==> src/rtl/sbo_pkg.sv <==
// Shared types and codes for the slot buffer and its cells.
package sbo_pkg;

  localparam logic ACT_PUT  = 1'b0;
  localparam logic ACT_TAKE = 1'b1;

  localparam logic [1:0] ST_STORED    = 2'd0;
  localparam logic [1:0] ST_DISPLACED = 2'd1;
  localparam logic [1:0] ST_TAKEN     = 2'd2;
  localparam logic [1:0] ST_EMPTY     = 2'd3;

  typedef struct packed {
    logic        action;
    logic [15:0] request_id;
    logic [31:0] arrival_time;
    logic [31:0] now_time;
  } in_item_t;

  typedef struct packed {
    logic [1:0]  status;
    logic [15:0] request_out;
    logic [31:0] wait_time;
    logic        has_free;
    logic        is_empty;
  } out_item_t;

  // Search packet that walks the row of cells, one cell per cycle.
  typedef struct packed {
    logic        go;
    logic        action;
    logic        free1;   // a free slot has been picked
    logic        free2;   // a second free slot was seen
    logic        found;   // a candidate is held
    logic        used2;   // a second used slot was seen
    logic [31:0] arr;
    logic [15:0] id;
  } scan_pkt_t;

  // Update broadcast to all cells when the search ends.
  typedef struct packed {
    logic        en;
    logic        action;
    logic [15:0] id;
    logic [31:0] arr;
  } commit_t;

  typedef enum logic {
    FSM_IDLE,
    FSM_SCAN
  } fsm_state_t;

endpackage

==> src/rtl/sbo_cell.sv <==
// One slot of the buffer with its stage of the search chain.
module sbo_cell
  import sbo_pkg::*;
#(
  parameter int unsigned      IDX_W  = 3,
  parameter logic [IDX_W-1:0] MY_IDX = '0
) (
  input  logic             clk,
  input  logic             rst_n,
  input  scan_pkt_t        pkt_in,
  input  logic [IDX_W-1:0] idx_in,
  output scan_pkt_t        pkt_out,
  output logic [IDX_W-1:0] idx_out,
  input  commit_t          commit,
  input  logic [IDX_W-1:0] commit_idx
);

  logic             valid_r;
  logic [15:0]      id_r;
  logic [31:0]      arr_r;
  scan_pkt_t        pkt_r;
  scan_pkt_t        pkt_nxt;
  logic [IDX_W-1:0] idx_r;
  logic [IDX_W-1:0] idx_nxt;
  logic             pick;

  always_comb begin
    pkt_nxt = pkt_in;
    pick    = 1'b0;
    if (pkt_in.action == ACT_PUT) begin
      if (!pkt_in.free1) begin
        if (!valid_r) begin
          pick          = 1'b1;
          pkt_nxt.free1 = 1'b1;
        end else if (!pkt_in.found || (arr_r > pkt_in.arr)) begin
          pick = 1'b1;
        end
      end else if (!valid_r) begin
        pkt_nxt.free2 = 1'b1;
      end
    end else if (valid_r) begin
      if (pkt_in.found) begin
        pkt_nxt.used2 = 1'b1;
      end
      if (!pkt_in.found || (arr_r < pkt_in.arr)) begin
        pick = 1'b1;
      end
    end
    idx_nxt = idx_in;
    if (pick) begin
      pkt_nxt.found = 1'b1;
      pkt_nxt.arr   = arr_r;
      pkt_nxt.id    = id_r;
      idx_nxt       = MY_IDX;
    end
  end

  always_ff @(posedge clk) begin
    if (!rst_n) begin
      pkt_r.go <= 1'b0;
    end else begin
      pkt_r.go <= pkt_nxt.go;
    end
    pkt_r.action <= pkt_nxt.action;
    pkt_r.free1  <= pkt_nxt.free1;
    pkt_r.free2  <= pkt_nxt.free2;
    pkt_r.found  <= pkt_nxt.found;
    pkt_r.used2  <= pkt_nxt.used2;
    pkt_r.arr    <= pkt_nxt.arr;
    pkt_r.id     <= pkt_nxt.id;
    idx_r        <= idx_nxt;
  end

  always_ff @(posedge clk) begin
    if (!rst_n) begin
      valid_r <= 1'b0;
    end else if (commit.en && (commit_idx == MY_IDX)) begin
      valid_r <= (commit.action == ACT_PUT);
    end
  end

  always_ff @(posedge clk) begin
    if (commit.en && (commit_idx == MY_IDX) && (commit.action == ACT_PUT)) begin
      id_r  <= commit.id;
      arr_r <= commit.arr;
    end
  end

  assign pkt_out = pkt_r;
  assign idx_out = idx_r;

endmodule

==> src/rtl/slot_buffer_oldest_out_newest_drop.sv <==
// Top level of the slot buffer: a row of slot cells searched by a walking packet.
//
// Each item runs as one search from start to its result: the search packet
// passes one slot cell per cycle down the row, and the slot update and the
// result register are written from it as it comes out of the last cell.
// busy stays high while the packet is in the row and start is ignored meanwhile. The
// result is shown on out_data for exactly one cycle with out_valid high; the
// receiver cannot stall it, so it must take every result as it comes.
module slot_buffer_oldest_out_newest_drop
  import sbo_pkg::*;
#(
  parameter int unsigned SLOTS = 8
) (
  input  logic      clk,
  input  logic      rst_n,
  input  logic      start,
  output logic      busy,
  input  in_item_t  in_data,
  output logic      out_valid,
  output out_item_t out_data
);

  localparam int unsigned IDX_W = (SLOTS > 1) ? $clog2(SLOTS) : 1;

  fsm_state_t       state_r;
  fsm_state_t       state_nxt;
  in_item_t         item_r;
  scan_pkt_t        pkt_chain [SLOTS+1];
  logic [IDX_W-1:0] idx_chain [SLOTS+1];
  scan_pkt_t        head_pkt;
  scan_pkt_t        last_pkt;
  commit_t          commit;
  logic             accept;
  logic             scan_done;
  out_item_t        result;
  logic             out_valid_r;
  out_item_t        out_data_r;

  assign accept    = start && !busy;
  assign last_pkt  = pkt_chain[SLOTS];
  assign scan_done = last_pkt.go;

  always_comb begin
    head_pkt        = '0;
    head_pkt.go     = accept;
    head_pkt.action = in_data.action;
  end

  assign pkt_chain[0] = head_pkt;
  assign idx_chain[0] = '0;

  for (genvar i = 0; i < SLOTS; i++) begin : g_cell
    sbo_cell #(
      .IDX_W  (IDX_W),
      .MY_IDX (IDX_W'(i))
    ) u_cell (
      .clk        (clk),
      .rst_n      (rst_n),
      .pkt_in     (pkt_chain[i]),
      .idx_in     (idx_chain[i]),
      .pkt_out    (pkt_chain[i+1]),
      .idx_out    (idx_chain[i+1]),
      .commit     (commit),
      .commit_idx (idx_chain[SLOTS])
    );
  end

  // Next state.
  always_comb begin
    state_nxt = state_r;
    case (state_r)
      FSM_IDLE: begin
        if (start) begin
          state_nxt = FSM_SCAN;
        end
      end
      FSM_SCAN: begin
        if (scan_done) begin
          state_nxt = FSM_IDLE;
        end
      end
      default: state_nxt = FSM_IDLE;
    endcase
  end

  // State outputs.
  always_comb begin
    busy       = 1'b0;
    commit     = '0;
    commit.action = item_r.action;
    commit.id     = item_r.request_id;
    commit.arr    = item_r.arrival_time;
    case (state_r)
      FSM_IDLE: busy = 1'b0;
      FSM_SCAN: begin
        busy      = 1'b1;
        commit.en = scan_done && ((item_r.action == ACT_PUT) || last_pkt.found);
      end
      default: busy = 1'b0;
    endcase
  end

  always_comb begin
    result = '0;
    if (item_r.action == ACT_PUT) begin
      result.is_empty = 1'b0;
      if (last_pkt.free1) begin
        result.status   = ST_STORED;
        result.has_free = last_pkt.free2;
      end else begin
        result.status      = ST_DISPLACED;
        result.request_out = last_pkt.id;
        result.wait_time   = item_r.now_time - last_pkt.arr;
        result.has_free    = 1'b0;
      end
    end else if (last_pkt.found) begin
      result.status      = ST_TAKEN;
      result.request_out = last_pkt.id;
      result.wait_time   = item_r.now_time - last_pkt.arr;
      result.has_free    = 1'b1;
      result.is_empty    = !last_pkt.used2;
    end else begin
      result.status   = ST_EMPTY;
      result.has_free = 1'b1;
      result.is_empty = 1'b1;
    end
  end

  always_ff @(posedge clk) begin
    if (!rst_n) begin
      state_r     <= FSM_IDLE;
      out_valid_r <= 1'b0;
    end else begin
      state_r     <= state_nxt;
      out_valid_r <= (state_r == FSM_SCAN) && scan_done;
    end
  end

  always_ff @(posedge clk) begin
    if (accept) begin
      item_r <= in_data;
    end
    if (scan_done) begin
      out_data_r <= result;
    end
  end

  assign out_valid = out_valid_r;
  assign out_data  = out_data_r;

endmodule
==> config.mk <==
export PLATFORM = sky130hd
export DESIGN_NAME = slot_buffer_oldest_out_newest_drop
export DESIGN_NICKNAME = d
export VERILOG_FILES = /design/src/rtl/sbo_pkg.sv /design/src/rtl/sbo_cell.sv /design/src/rtl/slot_buffer_oldest_out_newest_drop.sv
export SDC_FILE = /design/constraint.sdc
export NUM_CORES = 1
export LEC_CHECK = 0
export ABC_AREA = 1
export BUFFER_PORTS_ARGS = -buffer_cell sky130_fd_sc_hd__buf_2
export CAP_MARGIN = 10
export CELL_PAD_IN_SITES_DETAIL_PLACEMENT = 1
export CELL_PAD_IN_SITES_GLOBAL_PLACEMENT = 1
export CORE_UTILIZATION = 49
export DETAILED_ROUTE_END_ITERATION = 6
export GPL_ROUTABILITY_DRIVEN = 0
export GPL_TIMING_DRIVEN = 0
export PLACE_DENSITY = 0.84
export SLEW_MARGIN = 20
export SYNTH_ARGS = -nofsm -noshare
export SYNTH_HDL_FRONTEND = slang
export SYNTH_SLANG_ARGS = --single-unit
export TNS_END_PERCENT = 20
==> constraint.sdc <==
create_clock -name clk -period 7.35 [get_ports clk]
set_clock_uncertainty 0.2 [all_clocks]
set_input_delay 1.1025 -clock clk [delete_from_list [all_inputs] [get_ports clk]]
set_output_delay 1.1025 -clock clk [all_outputs]
set_load 0.02 [all_outputs]
==> results by group <==
Placed design
  – Port bufs: 136
  – DP HPWL: about 75000 um
  – Pre-CTS WS: 3.60 ns

Critical path
  – CP endpoint kind: flip-flop
  – CP delay by family, top: simple AND/OR/NAND/NOR gates
  – CP Class: reg2reg
  – Slowest-stage cell, CP: dfxtp_4
  – CP Cell Sequence: nand2_1 -> nor3_1 -> nand2_1 -> nor2_4 -> buf_16 -> buf_16
  – Worst setup SP type: flip-flop
  – Largest fanout on the critical path: 54
  – Max stage delay on crit path: slightly above 0.8 ns
  – Buf/Inv on CP: 2
  – WP data arrival: just under 4 ns
  – WP data required: 7.53 ns

Power and ir drop
  – Peak VDD IR: roughly 0.2 mV
  – P per Cell Area: 268 nW/um2
  – Overall power: roughly 12000 uW
  – LEAKAGE: 0.0198 uW

Timing
  – FMAX: 0.264 GHz
  – Actual slew at the worst max-slew pin: 0.818 ns
  – Setup ws final: 3.55 ns
  – Period utilization: 0.516
  – Worst slew margin: 0.451
  – Setup Viol. Count Final: 0
  – Max Slew Vio Count: 0
  – Unrepaired setup endpoints after global routing: no
  – Hold Vio Cnt, Final: 0
  – Post-layout minimum cycle time: ~3.8 ns

Drt
  – Routed len/inst: 20.5 um
  – DRT antenna net count: 0
  – First-pass DRT Iterations: 6
  – Drt total wl: 107000 um
  – Via Count: 27403
  – DRC Markers: 0
  – Initial drt markers: 1529
  – Via density: 5.27

Floorplanning
  – IO Count: about 140
  – Die Ht: ~280 um
  – Starting Density: 0.494
  – Die area: 80600 um2
  – FP Rows: just over 100
  – Core ar.: 78900 um2
  – DIE WIDTH: around 280 um

Clocking
  – Latest clock arrival within the worst-skew pair: 0.69 ns
  – Post-cts sizing count: 0
  – Clk buf depth: 3
  – Clock root cell: clkbuf_16
  – CTS tree: done
  – Clock sinks: 973
  – H-tree depth: 3
  – Num CTS Buffers: 98
  – CTS Hold Buffers Added: 0
  – Post-CTS setup buffer count: 0
  – Clock Pin Slew Worst Setup and Hold Paths: 0.06 ns

GRT
  – Vias in the first global route: 30446
  – Remaining Overflow, GRT: 0
  – Largest net degree at the start of global routing: 55
  – Total global routing track utilization: 0.267
  – Global-route wire length before repair: approximately 170000 um
  – Initial antenna violation count: 0

Layout
  – Share of cells above drive strength 1: 0.112
  – Area added between synthesis and finish: 14.8%
  – Nets: around 4400

Synth
  – Mapped Avg Cell Area: 10.2 um2
  – Mapped Nets: ~4100
  – Sequential share of the synthesized area: 0.633
  – Yosys warning count: 0
  – Flops & latches, synth: 973
  – Post-synthesis instance total: between 3000 and 4000
  – Cell Area, Synth: between 30000 and 40000 um2
  – Unique masters post-synth: 37

Outcome
  – Status: finished, final reports clean

Worst hold path
  – Worst min path class: reg2reg

Job
  – Maxcap violations: 0
==> per-layer routing <==
metal	global-route usage	part of all wire	vias to the layer above	wire, um
met2	0.491	0.52	674	55200
li1	-	-	13019	-
met4	0.114	0.042	0	4500
met3	0.0317	0.037	254	3920
met5	0	0	-	0
met1	0.312	0.40	13456	43100
==> tightest hold or removal path, delay by kind of cell, from the launching register on <==
kind | cells | cell delay (ns)
flops | 1 | 0.31
simple gates | 1 | 0.05
buf+inv | 1 | 0.03
==> path summary, 6_finish.rpt <==
path,depth (start not counted),end,startpoint,slack (ns)
max,6,g_cell[0].u_cell.arr_r[13]$_DFFE_PP_,g_cell[7].u_cell.pkt_out[53]$_SDFF_PN0_,3.55
min,2,g_cell[3].u_cell.idx_out[1]$_SDFF_PP1_,g_cell[2].u_cell.idx_out[1]$_SDFF_PP1_,0.21
max reg2reg,6,g_cell[0].u_cell.arr_r[13]$_DFFE_PP_,g_cell[7].u_cell.pkt_out[53]$_SDFF_PN0_,3.55
min reg2reg,2,g_cell[3].u_cell.idx_out[1]$_SDFF_PP1_,g_cell[2].u_cell.idx_out[1]$_SDFF_PP1_,0.21
==> placed cells by master, fill, tap and decap left out, drive strengths merged <==
master	netlist	layout
o21bai	5	5
fa	1	1
a31o	4	4
nand3b	5	5
a21o	15	15
bufinv	0	6
and3	1	1
clkbuf	18	151
clkinv	1	33
nand2	1060	1060
inv	479	484
a31oi	1	1
nor3b	1	1
nor3	20	20
xor2	1	1
o21a	22	22
or2	6	6
a21oi	166	166
clkinvlp	0	7
ha	255	255
nand3	370	370
nand4	23	23
diode	0	1
o211ai	2	2
dfxtp	456	456
nor2	212	212
nor4	1	1
o21ai	66	66
edfxtp	517	517
buf	98	258
==> state kept, by name, summed over array words and instances (netlist names) <==
name	flops
out_data	52
g_cell.u_cell.id_r	128
commit	49
g_cell.u_cell.pkt_out	429
out_valid	1
g_cell.u_cell.valid_r	8
g_cell.u_cell.idx_out	17
g_cell.u_cell.arr_r	256
state_r	1
item_r	32
==> synth_stat cells, drive strengths merged <==
cell,count,share of area
nor3b,1,0.00019
nand2,1060,0.10
nand4,23,0.0037
fa,1,0.00051
clkbuf,18,0.0017
nand3b,5,0.00096
a21oi,166,0.021
o21bai,5,0.00096
inv,479,0.046
clkinv,1,0.000096
xor2,1,0.00022
o21ai,66,0.0085
nor3,20,0.0027
ha,255,0.082
dfxtp,456,0.23
edfxtp,517,0.40
o211ai,2,0.00039
and3,1,0.00016
nor4,1,0.00055
o21a,22,0.0042
a31oi,1,0.00016
nand3,370,0.048
buf,98,0.016
nor2,212,0.020
a31o,4,0.00090
a21o,15,0.0029
or2,6,0.00096
==> through the flow <==
stage | std cells | area [um2] | hold WS, ns | util | TNS (ns)
2_1_floorplan | 3806 | 39000 | 0.182 | - | 0
3_3_place_gp | 4992 | 40900 | 0.189 | 0.519 | -193.05
3_5_place_dp | 5016 | 41400 | 0.201 | 0.525 | 0
4_1_cts | 5199 | 44700 | 0.213 | 0.567 | 0
5_1_grt | 5199 | 44700 | 0.231 | 0.567 | 0
6_report | 5200 | 44700 | 0.213 | 0.567 | 0
==> cell families after synthesis <==
logic type      synth area share
simple gates               0.181
flops                      0.633
buf+inv                   0.0638
compound gates            0.0393
fa+ha+maj                 0.0824
xor+xnor                0.000225
==> where the power goes <==
part | leakage [uW] | internal [uW] | switching (uW)
logic | 0.00965 | 292 | 509
registers | 0.00850 | 5930 | 167
clock network | 0.00162 | 2910 | 2190
==> area by class of cell <==
cell class | count | area [um2]
Antenna cell | 1 | 2.50
Buffer | 116 | 682
Clock buffer | 133 | 2800
Clock inverter | 50 | 514
Fill cell | 8648 | 34100
Inverter | 480 | 1800
Multi-Input combinational cell | 2237 | 11900
Sequential cell | 973 | 24700
Tap cell | 1050 | 1310
Timing Repair Buffer | 160 | 1090
(Power assumes the default switching activity.)
